--- src/rtl/fxalu_pkg.sv ---
package fxalu_pkg;

  localparam int DATA_W     = 32;
  localparam int FRAC_BITS  = 8;
  // scaled dividend width: a << FRAC_BITS kept without loss
  localparam int NUM_W      = DATA_W + FRAC_BITS;
  // quotient bits resolved in each divider stage
  localparam int DIV_STEP   = 4;
  localparam int DIV_STAGES = (NUM_W + DIV_STEP - 1) / DIV_STEP;
  localparam int DD_W       = DIV_STAGES * DIV_STEP;

  typedef enum logic [3:0] {
    OP_ADD      = 4'd0,
    OP_SUB      = 4'd1,
    OP_MUL      = 4'd2,
    OP_DIV      = 4'd3,
    OP_GT       = 4'd4,
    OP_LT       = 4'd5,
    OP_GE       = 4'd6,
    OP_LE       = 4'd7,
    OP_EQ       = 4'd8,
    OP_NE       = 4'd9,
    OP_MIN      = 4'd10,
    OP_MAX      = 4'd11,
    OP_INC      = 4'd12,
    OP_DEC      = 4'd13,
    OP_FROM_INT = 4'd14,
    OP_TO_INT   = 4'd15
  } op_t;

  typedef struct packed {
    op_t                op;
    logic [DATA_W-1:0]  simple;
    logic               flag;
    logic               dz;
    logic [DATA_W-1:0]  mres;
    logic               neg;
    logic [DATA_W-1:0]  dvs;
    logic [DATA_W-1:0]  rem;
    logic [DD_W-1:0]    dd;
  } pipe_t;

  typedef struct packed {
    logic [DATA_W-1:0] result_raw;
    logic              flag;
    logic              div_zero;
  } res_t;

endpackage

--- src/rtl/fxalu_div_stage.sv ---
module fxalu_div_stage
  import fxalu_pkg::*;
(
  input  pipe_t s_in,
  output pipe_t s_out
);

  // restoring division, a few quotient bits shifted into dd per stage
  always_comb begin
    logic [DATA_W:0] sh;
    s_out = s_in;
    for (int i = 0; i < DIV_STEP; i++) begin
      sh = {s_out.rem, s_out.dd[DD_W-1]};
      s_out.dd = {s_out.dd[DD_W-2:0], 1'b0};
      if (sh >= {1'b0, s_out.dvs}) begin
        sh = sh - {1'b0, s_out.dvs};
        s_out.dd[0] = 1'b1;
      end
      s_out.rem = sh[DATA_W-1:0];
    end
  end

endmodule

--- config.mk ---
export PLATFORM = sky130hd
export DESIGN_NAME = fxalu_div_stage
export DESIGN_NICKNAME = d
export VERILOG_FILES = /design/src/rtl/fxalu_pkg.sv /design/src/rtl/fxalu_div_stage.sv
export SDC_FILE = /design/constraint.sdc
export NUM_CORES = 1
export LEC_CHECK = 0
export BUFFER_PORTS_ARGS = -buffer_cell sky130_fd_sc_hd__buf_2
export CORE_MARGIN = 3
export CORE_UTILIZATION = 55
export DETAILED_ROUTE_END_ITERATION = 16
export PLACE_DENSITY = 0.88
export RECOVER_POWER = 25
export SYNTH_ARGS = -nofsm -noshare
export SYNTH_HDL_FRONTEND = slang
export SYNTH_SLANG_ARGS = --single-unit
--- constraint.sdc ---
create_clock -name vclk -period 44.6
set_input_delay 6.69 -clock vclk [all_inputs]
set_output_delay 6.69 -clock vclk [all_outputs]
set_load 0.02 [all_outputs]
# --- Word-level counts from Yosys, hierarchy flattened ---
# Index checks and enable logic that the tools add are counted.
classes:
  n_lt_le_gt_ge: 4
  add_sub_neg: 4
  n_mux: 8
ops:
  columns: ["cell", "count"]
  rows:
  - ["$ge A33 B32 Y1", 4]
  - ["$mux W32", 4]
  - ["$sub A32 B32 Y32", 4]
  - ["$mux W1", 4]
word_totals:
  regBits: 0
  input_bits: 175
  elab_cells: 16
  output_inout_bits: 175

# --- Longest topological paths before layout ---
logic_depth:
  word_depth: 8
  ltp_mapped: 53
  mapped_depth_nobuf: 46

# --- Least setup slack after synthesis ---
# No wires, ideal clock.
synth_path:
  path_type: "input-to-output"
  startpoint: "input s_in[73] (netlist name)"
  endpoint: "output s_out[40] (netlist name)"
  slack_ns: 20.408
  path_stages: 50
  t_required_ns: 37.910
  t_arrival_ns: 17.502
  n_path_buf: 7
  cell_sequence: "inv_1 > ha_1 > nand2b_1 > a211oi_2 > o211ai_1 > a2111oi_2 > o21a_1 > o21ai_2 > inv_2 > buf_2 > buf_2 > mux2_2 > ha_1 > a211oi_1 > o21ai_0 > a221oi_1 > o21ai_1 > a31oi_1 > (+14 left out) > a41oi_2 > o2111a_1 > buf_6 > buf_6 > mux2i_1 > ha_1 > nor2b_1 > o21a_1 > o21a_1 > o31a_1 > o221a_2 > o21ai_0 > o41a_1 > o21ai_0 > a211oi_1 > mux2i_4 > buf_12 > mux2i_1"
synth_rtl:
  columns: ["element", "line_no", "rtl"]
  rows:
  - ["start: declaration", "fxalu_div_stage.sv:4", "input pipe_t s_in,"]
  - ["end: declaration", "fxalu_div_stage.sv:5", "output pipe_t s_out"]

==> flow_metrics.py <==
metrics = {
    "global_route": {
        "grt_pass1_vias": 8373,
        "met1_usage_pct": 35.2,
        "grt_antenna_before_repair": 0,
        "met2_usage_pct": 46.4,
        "gr-usage-met3_pct": 2.32,
        "busiest_layer": "met2",
        "grt_usage_pct": 27.0,
        "grt_max_degree": 34,
        "grt_overflow": 0,
        "grt_pass1_wl_microns": 41900,
    },
    "route": {
        "drcViolationCount": 0,
        "wl_per_cell_microns": 18.7,
        "vias": 9222,
        "wl_microns": 27100,
        "ant_nets": 0,
        "drt_iter0_markers": 918,
        "viasPerCell": 6.36,
        "dr.pass1.iters": 6,
    },
    "critical_path": {
        "crit_path_top_delay_cell": "mux2i_4",
        "critical_path.top_delay_family": "compound AO/OA/AOI/OAI gates",
        "cp-start-kind": "primary input",
        "cpMostUsedCell": "ha_1",
        "worstPathRequired_ns": 37.91,
        "cp_max_fo": 33,
        "cp_num_buf_inv": 7,
        "cpPeakStageDelay_ns": 0.73,
        "crit_type": "primary input to output pin",
        "critPathArrivalTime_ns": 20.65,
        "cp-end-kind": "output pin",
    },
    "sta": {
        "max_slew.worst_pin.slew_ns": 0.894,
        "report.final.slew_viol_count": 0,
        "finalCriticalPeriod_ns": 27.34,
        "relSlewSlack_pct": 39.1,
        "rsz0062_at_grt": "no",
        "setup_violations": 0,
        "tns_ns": 0,
        "max_clock_freq_mhz": 36.6,
        "finalWorstSetupSlack_ns": 17.26,
        "timing.final.hold_violations": 0,
        "post-route-period-util_pct": 61.3,
    },
    "die": {
        "die_height_microns": 137,
        "die_x_microns": 137,
        "rows": 47,
        "core_area_sq_mm": 0.0167,
        "die_area_sq_mm": 0.0188,
        "io_pins": 350,
        "start_util_pct": 56.6,
    },
    "yosys": {
        "synth_top_family_by_area": "compound AO/OA/AOI/OAI gates",
        "synth_mux_area_share_pct": 15.2,
        "synthXorXnorAreaFrac_pct": 10.1,
        "synth_cells": 1260,
        "yosysTopAreaCell": "ha_1",
        "synthAdderAreaFrac_pct": 17.8,
        "synthesis.nets": 1567,
        "seq_area_frac_synth_pct": 0,
        "synth_top_cell_area_share_pct": 16.9,
        "yosysWarnings": 0,
        "synth_simple_gate_area_share_pct": 15.1,
        "synth_cell_type_count": 77,
        "yosys-top-cells-area": "ha_1, buf_4, mux2_4, xnor2_1, a21oi_1",
        "synth_compound_area_share_pct": 25.3,
        "synth_area_per_cell_sq_um": 7.50,
        "synthesis.area_sq_mm": 0.00945,
    },
    "cells_and_area": {
        "post-route-util_pct": 55.0,
        "seq_cell_count": 0,
        "final_cell_area_sq_mm": 0.00919,
        "seq_area_sq_um": 0,
        "mostFrequentLayoutCells": "buf_2, ha_1, a21oi_1",
        "mostFrequentLayoutCell": "buf_2",
        "fillCellCount": 1584,
        "fin_nets": 1540,
        "multiInputGateArea_sq_mm": 0.00790,
        "clockBufferCount": 0,
        "area_growth_pct": -2.74,
        "antennaDiodeCount": 0,
        "drive_above_1_share_pct": 21.1,
    },
    "clock_network": {
        "hold_buffers": 0,
        "cts_setup_buffers": 0,
        "cts_resized": 0,
    },
    "placement": {
        "place_congestion": 1.00,
        "post-place-ws_ns": 17.64,
        "io_buffers": 136,
        "hpwl_microns": 22700,
        "dpl-instance-area_sq_mm": 0.00919,
    },
    "flow_run": {
        "drv_cap": 0,
    },
    "status": {
        "status": "finished, final reports clean",
    },
    "worst_hold_path": {
        "hold_class": "primary input to output pin",
    },
}
synth_stat cells, types with 20 or more instances:
cell	number
ha_1	128
nand2_1	76
o21ai_0	69
nor2_1	66
nand3_1	30
a21o_1	37
buf_4	139
nand4_1	22
o21a_1	20
mux2_4	50
nor3_1	25
xor2_1	34
inv_1	83
mux2_2	42
xnor2_1	75
a21oi_1	117
layout make-up:
class,count,share of cell area (%)
repair buffers,139,7.65
inverters,84,3.43
well taps,220,2.99
multi-input cells,1008,85.9
metal layers:
layer  up-vias  wire length, microns  share of wire (%)
li1       4401                     -                  -
met1      4259                 11400                 42
met2       463                 12600                 46
met3        99                  2040                7.5
met4         0                  1120                4.1
met5         -                     0                  0
stage by stage:
step,cells,hold slack (ns)
global route,1451,13.38
global placement,1451,13.38
floorplan,1260,13.49
detailed placement,1451,13.38
CTS,1451,13.38
finish,1451,13.38
kinds of logic after synthesis:
logic type,Yosys count
AND/OR/NAND/NOR,292
adder cells (fa/ha/maj),132
AO/OA/AOI/OAI,363
XOR/XNOR,109
buffers and inverters,252
multiplexers,112
final timing paths:
| path | start | endpoint | slack [ns] | depth (start not counted) |
|---|---|---|---|---|
| hold / removal | s_in[105] | s_out[105] | 13.38 | 0 |
| setup / recovery | s_in[73] | s_out[42] | 17.26 | 48 |
Power is not shown: default switching activity piles up to over one toggle a cycle in this logic, so the estimate is an artifact.
