**src/rtl/fxalu_pkg.sv**
```systemverilog
package fxalu_pkg;

  localparam int DATA_W     = 32;
  localparam int FRAC_BITS  = 8;
  // scaled dividend width: a << FRAC_BITS kept without loss
  localparam int NUM_W      = DATA_W + FRAC_BITS;
  // quotient bits resolved in each divider stage
  localparam int DIV_STEP   = 4;
  localparam int DIV_STAGES = (NUM_W + DIV_STEP - 1) / DIV_STEP;
  localparam int DD_W       = DIV_STAGES * DIV_STEP;

  typedef enum logic [3:0] {
    OP_ADD      = 4'd0,
    OP_SUB      = 4'd1,
    OP_MUL      = 4'd2,
    OP_DIV      = 4'd3,
    OP_GT       = 4'd4,
    OP_LT       = 4'd5,
    OP_GE       = 4'd6,
    OP_LE       = 4'd7,
    OP_EQ       = 4'd8,
    OP_NE       = 4'd9,
    OP_MIN      = 4'd10,
    OP_MAX      = 4'd11,
    OP_INC      = 4'd12,
    OP_DEC      = 4'd13,
    OP_FROM_INT = 4'd14,
    OP_TO_INT   = 4'd15
  } op_t;

  typedef struct packed {
    op_t                op;
    logic [DATA_W-1:0]  simple;
    logic               flag;
    logic               dz;
    logic [DATA_W-1:0]  mres;
    logic               neg;
    logic [DATA_W-1:0]  dvs;
    logic [DATA_W-1:0]  rem;
    logic [DD_W-1:0]    dd;
  } pipe_t;

  typedef struct packed {
    logic [DATA_W-1:0] result_raw;
    logic              flag;
    logic              div_zero;
  } res_t;

endpackage

```
**src/rtl/fxalu_back.sv**
```systemverilog
module fxalu_back
  import fxalu_pkg::*;
(
  input  pipe_t s_in,
  output res_t  res
);

  logic [DATA_W-1:0] q;
  logic [DATA_W-1:0] qs;

  always_comb begin
    // quotient magnitude wraps to the data width before the sign is applied
    q  = s_in.dd[DATA_W-1:0];
    qs = s_in.neg ? DATA_W'(~q + 1'b1) : q;
    res.flag     = s_in.flag;
    res.div_zero = s_in.dz;
    case (s_in.op)
      OP_MUL:  res.result_raw = s_in.mres;
      OP_DIV:  res.result_raw = s_in.dz ? '0 : qs;
      default: res.result_raw = s_in.simple;
    endcase
  end

endmodule

```
**config.mk**
```make
export PLATFORM = sky130hd
export DESIGN_NAME = fxalu_back
export DESIGN_NICKNAME = d
export VERILOG_FILES = /design/src/rtl/fxalu_pkg.sv /design/src/rtl/fxalu_back.sv
export SDC_FILE = /design/constraint.sdc
export NUM_CORES = 1
export LEC_CHECK = 0
export ABC_AREA = 1
export ABC_CLOCK_PERIOD_IN_PS = 2350
export BUFFER_PORTS_ARGS = -buffer_cell sky130_fd_sc_hd__buf_4
export CELL_PAD_IN_SITES_DETAIL_PLACEMENT = 0
export CELL_PAD_IN_SITES_GLOBAL_PLACEMENT = 1
export CORE_ASPECT_RATIO = 1.4
export CORE_MARGIN = 3
export CORE_UTILIZATION = 20
export DETAILED_ROUTE_END_ITERATION = 12
export PLACE_DENSITY_LB_ADDON = 0.1
export SLEW_MARGIN = 5
export SYNTH_ARGS = -nofsm -noshare
export SYNTH_HDL_FRONTEND = slang
export SYNTH_SLANG_ARGS = --single-unit
```
**constraint.sdc**
```tcl
create_clock -name vclk -period 2.35
set_input_delay 0.47 -clock vclk [all_inputs]
set_output_delay 0.47 -clock vclk [all_outputs]
set_load 0.05 [all_outputs]
```
# After elaboration in Yosys (flattened, before gate mapping)
# Cells that the tools add are included.
[totals] reg_bits=0 out_inout_bits=34 word_cells=7
[classes] n_addsub=1 bitwise=1 n_eq_ne=2 mux=3
[ops] op="32-bit 2-to-1 mux" count=2
[ops] op="32-bit one-hot mux with 2 select lines" count=1
[ops] op="32-bit by 1-bit adder with 32-bit output (second input constant)" count=1
[ops] op="32-bit inverter" count=1
[ops] op="4-bit by 2-bit == test with 1-bit output (second input constant)" count=2

# Longest topological paths before layout
# Gate-level depths: netlist of the first run.
[logic_depth] depth_word=5 ltp_mapped=10 depth_no_buf=10

# Least setup slack after synthesis of the first run
# No wires, ideal clock.
[synth_timing] path_kind="in2out" startpoint="input port s_in[0] (netlist name)" endpoint="output port res[10] (netlist name)" required_time_ps=1880 t_arrival_ps=1893 setup_slack_ps=-13 cell_stages=7 path_cell_list="inv_1 -> ha_1 -> nand3_2 -> nor2_4 -> o21ai_0 -> nand2_1 -> o211ai_1"
[synth_lines] item="start, declared" line="fxalu_back.sv:4" source="input pipe_t s_in,"
[synth_lines] item="end, declared" line="fxalu_back.sv:5" source="output res_t res"

==> flow_summary_export.csv, run 1 <==
group,metric,value,unit
flow_run,drv_cap,0,
place,io_buffer_count,135,
timing,slew_headroom,76.11,%
timing,worstMarginPinSlew,355.9,ps
routing,via_count,2817,
global_routing,grtUsageTotal,15.69,%
timing,setup_viol,0,
floorplan,fp.dieH,117.0,um
cells_and_area,layout.nets,685,
place,routabilityCongestion,0.8524,
power_and_ir_drop,vdd_drop_max,0.09364,mV
worst_hold_path,hold_end,"res[1]",
critical_path,critPathLaunchType,"input port",
routing,drt-initial-drc-count,98,
synthesis,synthTopCellsByArea,"nand2_1 (27%), nand3_1 (21%), inv_1 (11%)",
critical_path,critical_path_peak_fanout,7,
floorplan,core_region_area,8344,um^2
floorplan,die-area,9973,um^2
routing,wirelength,8136,um
timing,period_needed,2240,ps
synthesis,ys_seq_area_share,0,%
timing,hold_viol,0,
critical_path,critical-path-slowest-cell,"buf_6",
routing,wire_per_inst,13.36,um
critical_path,crit_family,"simple AND/OR/NAND/NOR gates",
place,placed_cell_area,2904,um^2
cells_and_area,antenna_cells,0,
floorplan,row_count,39,
power_and_ir_drop,power,610.6,uW
cells_and_area,seq_area,0,um^2
worst_hold_path,holdCritPathClass,"in2out",
floorplan,ioPinCount,209,
place,place_hpwl,6997,um
synthesis,synth_most_common_cell,"nand2_1",
routing,drc,0,
cells_and_area,nFlopsAndLatches,0,
critical_path,worstPathArrival,1770,ps
synthesis,synthTopCellsByCount,"nand2_1 (127), nand3_1 (75), inv_1 (50)",
global_routing,grt_first_pass_wirelength,12850,um
floorplan,die_width,85.27,um
timing,max_freq,446.4,MHz
synthesis,synth_area,1759,um^2
global_routing,gr-total-overflow,0,
synthesis,synth_area_leader_cell,"nand2_1",
synthesis,yosysTopAreaCellShare,27.10,%
cells_and_area,drive_gt1_share,34.71,%
power_and_ir_drop,power_leakage,0.001590,uW
timing,rsz0062_at_grt,"false",
critical_path,end_kind,"output pin",
cells_and_area,num-fill-cells,995,
synthesis,post_synth_num_cell_types,26,
critical_path,critPathBufInv,4,
cells_and_area,nClkBuffers,0,
synthesis,avgSynthCellArea,4.716,um^2
cells_and_area,stdcell_area,2985,um^2
critical_path,worst-setup-path-type,"in2out",
critical_path,worstPathRequired,1880,ps
synthesis,ys_warn_count,0,
global_routing,grt_pass1_vias,2767,
routing,dr.pass1.iters,4,
critical_path,critical_path.max_stage_delay,160,ps
global_routing,antenna_found_initial,0,
global_routing,grt_max_degree,33,
status,run_status,"finished, final reports clean",
cells_and_area,area_delta_synth_final,69.70,%
worst_hold_path,min_path_cells,0,
critical_path,cp-startpoint,"s_in[1]",
synthesis,syn_inst,373,
timing,period_share,95.33,%
floorplan,initial_core_util,21.08,%
synthesis,syn-num-nets,549,
timing,holdWs,940.1,ps
timing,slew_violations,0,
routing,via_per_inst,4.626,
worst_hold_path,hp-start,"s_in[138]",
routing,ant_nets,0,
power_and_ir_drop,p_per_area,204.5,nW/um^2
critical_path,path_cells,"buf_4, inv_2, ha_4, nand3_4, nor2_4, nand2_2, nand2_4, buf_12, nand2_1, nand2_1, nand3_1, nand3_1, buf_6",
report_power, final:
| part | switching (uW) | internal [uW] | total (uW) |
|---|---|---|---|
| Sequential | 0 | 0 | 0 |
| Clock | 0 | 0 | 0 |
| Combinational | 358 | 253 | 611 |
metrics by stage:
step                utilization [%]  cells  setup TNS [ps]  worst slack, ps
finish                        35.78    609               0            109.8
global route                  35.78    609               0            10.47
CTS                           34.89    606          -7.660           -7.660
detailed placement            34.80    606          -65.31           -33.66
global placement              34.80    606          -70.67           -42.19
floorplan                         -    373               0            19.27
cells by family after synthesis:
kind of cell	count (synthesis)	share of synthesized area, %
compound gates	38	14.22
simple gates	268	68.85
fa+ha+maj	1	0.7111
buf+inv	66	16.22
area by class of cell:
cell class	instances	area, um^2	area share [%]
Multi-Input combinational cell	307	1511	50.63
Timing Repair Buffer	149	1155	38.68
Tap cell	102	127.6	4.275
Inverter	51	191.4	6.412
layout by cell type, fill, tap and decap left out:
cell type	synthesis	final
nand3_2	1	2
inv_2	1	3
nand3_1	75	73
a22o_1	12	12
buf_6	2	3
buf_12	0	2
nand2_1	127	127
inv_1	50	48
o21ai_0	14	14
nand2_4	2	2
nor3_1	1	1
ha_4	0	1
and2_1	1	1
nor3_4	1	1
nor2_2	4	4
o21bai_1	2	2
o211ai_1	4	4
o21ai_1	5	5
nand4_1	6	6
nor2_4	3	4
nand3b_1	1	1
a21oi_1	1	1
nand3_4	0	1
nand2_2	9	9
buf_4	4	144
nor2_1	37	36
how the worst max path moves through the flow:
stage	slack, ps	endpoint	depth (start not counted)
after floorplan	20	res[10]	7
after global placement	-40	res[20]	12
after detailed placement	-30	res[20]	12
after CTS	-8	res[24]	12
after global routing	10	res[18]	13
final	110	res[18]	13
routing by layer:
layer  wire length, um  up-vias  GRT usage (%)
met3               397       10          1.050
li1                  -     1475              -
met1              3014     1251          16.84
met2              4568       81          33.25
met5                 0        -              0
met4               155        0          2.429
timing repair:
| action | CTS | global route |
|---|---|---|
| hold buffers | 0 | 0 |
| buffers inserted | 0 | 3 |
| setup endpoints to repair | 3 | 11 |
| pin swaps | 1 | 2 |
| resized for setup | 2 | 9 |
No activity file was read; power rests on OpenSTA's default activity.
==> inputs of run 2 (changes only) <==
--- a/config.mk
+++ b/config.mk
@@ -5,14 +5,13 @@
 export SDC_FILE = /design/constraint.sdc
 export NUM_CORES = 1
 export LEC_CHECK = 0
-export ABC_AREA = 1
 export ABC_CLOCK_PERIOD_IN_PS = 2350
 export BUFFER_PORTS_ARGS = -buffer_cell sky130_fd_sc_hd__buf_4
 export CELL_PAD_IN_SITES_DETAIL_PLACEMENT = 0
 export CELL_PAD_IN_SITES_GLOBAL_PLACEMENT = 1
 export CORE_ASPECT_RATIO = 1.4
 export CORE_MARGIN = 3
-export CORE_UTILIZATION = 20
+export CORE_UTILIZATION = 18
 export DETAILED_ROUTE_END_ITERATION = 12
 export PLACE_DENSITY_LB_ADDON = 0.1
 export SLEW_MARGIN = 5
==> flow_summary_export.csv, run 2 <==
group,metric,value,unit
status,run_status,"complete, but fails checks",
global_routing,grt_pass1_vias,2441,
floorplan,fp.dieH,107.1,um
power_and_ir_drop,p_clk_share,0,%
timing,hold_viol,0,
power_and_ir_drop,vdd_drop_max,0.1024,mV
place,dp.cells,472,
floorplan,initial_core_util,18.71,%
synthesis,ys_seq_area_share,0,%
synthesis,synth_area,1315,um^2
critical_path,worst-setup-path-type,"in2out",
floorplan,row_count,36,
synthesis,yosysTopAreaCellShare,16.65,%
timing,period_needed,3094,ps
cells_and_area,drive_gt1_share,76.47,%
power_and_ir_drop,power_leakage,0.001741,uW
routing,ant_nets,0,
power_and_ir_drop,p_sw_share,52.10,%
global_routing,grt_max_degree,35,
worst_hold_path,holdCritPathClass,"in2out",
global_routing,gr-total-overflow,0,
power_and_ir_drop,p_sw,452.9,uW
critical_path,critical_path_peak_fanout,5,
routing,wirelength,7639,um
cells_and_area,final_common_cell,"buf_4",
power_and_ir_drop,p_comb_share,100.0,%
clock_network,cts_hold_buf,0,
cells_and_area,final_cells,486,
timing,fin_tns_setup,-16020,ps
cells_and_area,area_delta_synth_final,207.7,%
synthesis,synthTopCellsByArea,"xor2_1 (17%), nor2_1 (10%), a21oi_1 (9.5%)",
cells_and_area,mostFrequentLayoutCells,"buf_4 (148), buf_6 (41), nor2_1 (28)",
cells_and_area,antenna_cells,0,
place,routabilityCongestion,0.7486,
place,place_hpwl,5692,um
power_and_ir_drop,power.internal,416.4,uW
floorplan,die_width,78.24,um
critical_path,critPathLaunchType,"input port",
cells_and_area,stdcell_area,4046,um^2
timing,slew_headroom,77.84,%
synthesis,avgSynthCellArea,6.322,um^2
cells_and_area,seq_area,0,um^2
timing,period_share,131.7,%
floorplan,ioPinCount,209,
global_routing,antenna_found_initial,0,
routing,via_count,2325,
routing,drt-initial-drc-count,58,
timing,setup_ws,-744.1,ps
cells_and_area,num-fill-cells,674,
power_and_ir_drop,power,869.3,uW
floorplan,die-area,8381,um^2
power_and_ir_drop,p_per_area,214.8,nW/um^2
synthesis,synthTopCellsByCount,"nor2_1 (35), a21oi_1 (25), xor2_1 (25)",
timing,rsz0062_at_grt,"true",
flow_run,drv_cap,0,
cells_and_area,nFlopsAndLatches,0,
critical_path,worstPathArrival,2620,ps
place,io_buffer_count,135,
global_routing,grt_first_pass_wirelength,11850,um
routing,via_per_inst,4.784,
synthesis,post_synth_num_cell_types,34,
routing,wire_per_inst,15.72,um
critical_path,worstPathRequired,1880,ps
timing,setup_viol,27,
synthesis,syn-num-nets,384,
timing,worstMarginPinSlew,329.4,ps
power_and_ir_drop,p_seq_share,0,%
critical_path,end_kind,"output pin",
global_routing,grtUsageTotal,17.26,%
place,placed_cell_area,3324,um^2
timing,max_freq,323.2,MHz
routing,dr.pass1.iters,4,
synthesis,synth_area_leader_cell,"xor2_1",
routing,drc,0,
status,violations,"setup timing",
cells_and_area,layout.nets,569,
floorplan,core_region_area,7027,um^2
cells_and_area,nClkBuffers,0,
synthesis,ys_warn_count,0,
synthesis,synth_most_common_cell,"nor2_1",
timing,slew_violations,0,
synthesis,syn_inst,208,
run 2: changes by cell type in the layout (fill, tap and decap cells not counted), moves of 8 or more:
cell     before  now
nor2_1       36   28
o22ai_4       0   19
inv_1        48    2
a22o_1       12    0
o31ai_4       0    8
buf_6         3   41
nand2_2       9    1
o21ai_4       0   11
a21oi_1       1   25
nand3_1      73    0
xor2_2        0   16
o21ai_0      14    1
nand2_1     127    6
run 2: timing repair:
action | 4_1_cts | 5_1_grt
cloned | 1 | 0
gates resized for setup | 95 | 25
endpoints found under the setup margin | 27 | 28
pin swaps | 45 | 29
setup buffers | 7 | 8
run 2: layout make-up:
| class | count | area, um^2 | area share, % |
|---|---|---|---|
| Tap cell | 95 | 118.9 | 2.938 |
| Timing Repair Buffer | 200 | 1773 | 43.82 |
| Inverter | 4 | 32.53 | 0.8040 |
| Multi-Input combinational cell | 187 | 2122 | 52.44 |
run 2: cell families after synthesis:
kind of cell,share of synthesized area (%)
and+or+nand+nor,26.55
AOI/OAI and AO/OA,45.00
xor gates and xnor gates,19.98
buffers and inverters,7.516
adders and majority gates,0.9513
run 2: per-layer routing:
metal  track usage (%)  wire length (um)  up-vias
met4                 0                 0        0
met5                 0                 0        -
met1             20.53              2937     1110
met3             1.345               343        0
met2             34.99              4358       72
li1                  -                 -     1143
run 2: power by group through the flow:
stage	Clock, uW	Combinational [uW]	Sequential [uW]
2_1_floorplan	0	435	0
3_3_place_gp	0	754	0
3_5_place_dp	0	760	0
4_1_cts	0	848	0
5_1_grt	0	921	0
6_report	0	869	0
run 2: worst max-delay path, stage by stage:
cell and delay, ps:
buf_6 90, or4_4 560, or4_4 640, buf_4 180, o31ai_4 210, xor2_2 210
o22ai_4 80, buf_6 160
run 2: worst paths after layout:
path      start      end  slack [ps]  depth (start not counted)
max    s_in[11]  res[29]        -740                          8
min   s_in[138]   res[1]         940                          0
run 2: through the flow:
stage | util, % | hold slack [ps] | worst slack (ps)
floorplan | - | 1107 | -565.6
global placement | 47.31 | 940.3 | -848.1
detailed placement | 47.31 | 940.3 | -863.0
CTS | 54.86 | 940.3 | -834.8
global route | 57.59 | 940.4 | -803.3
finish | 57.59 | 940.1 | -744.1
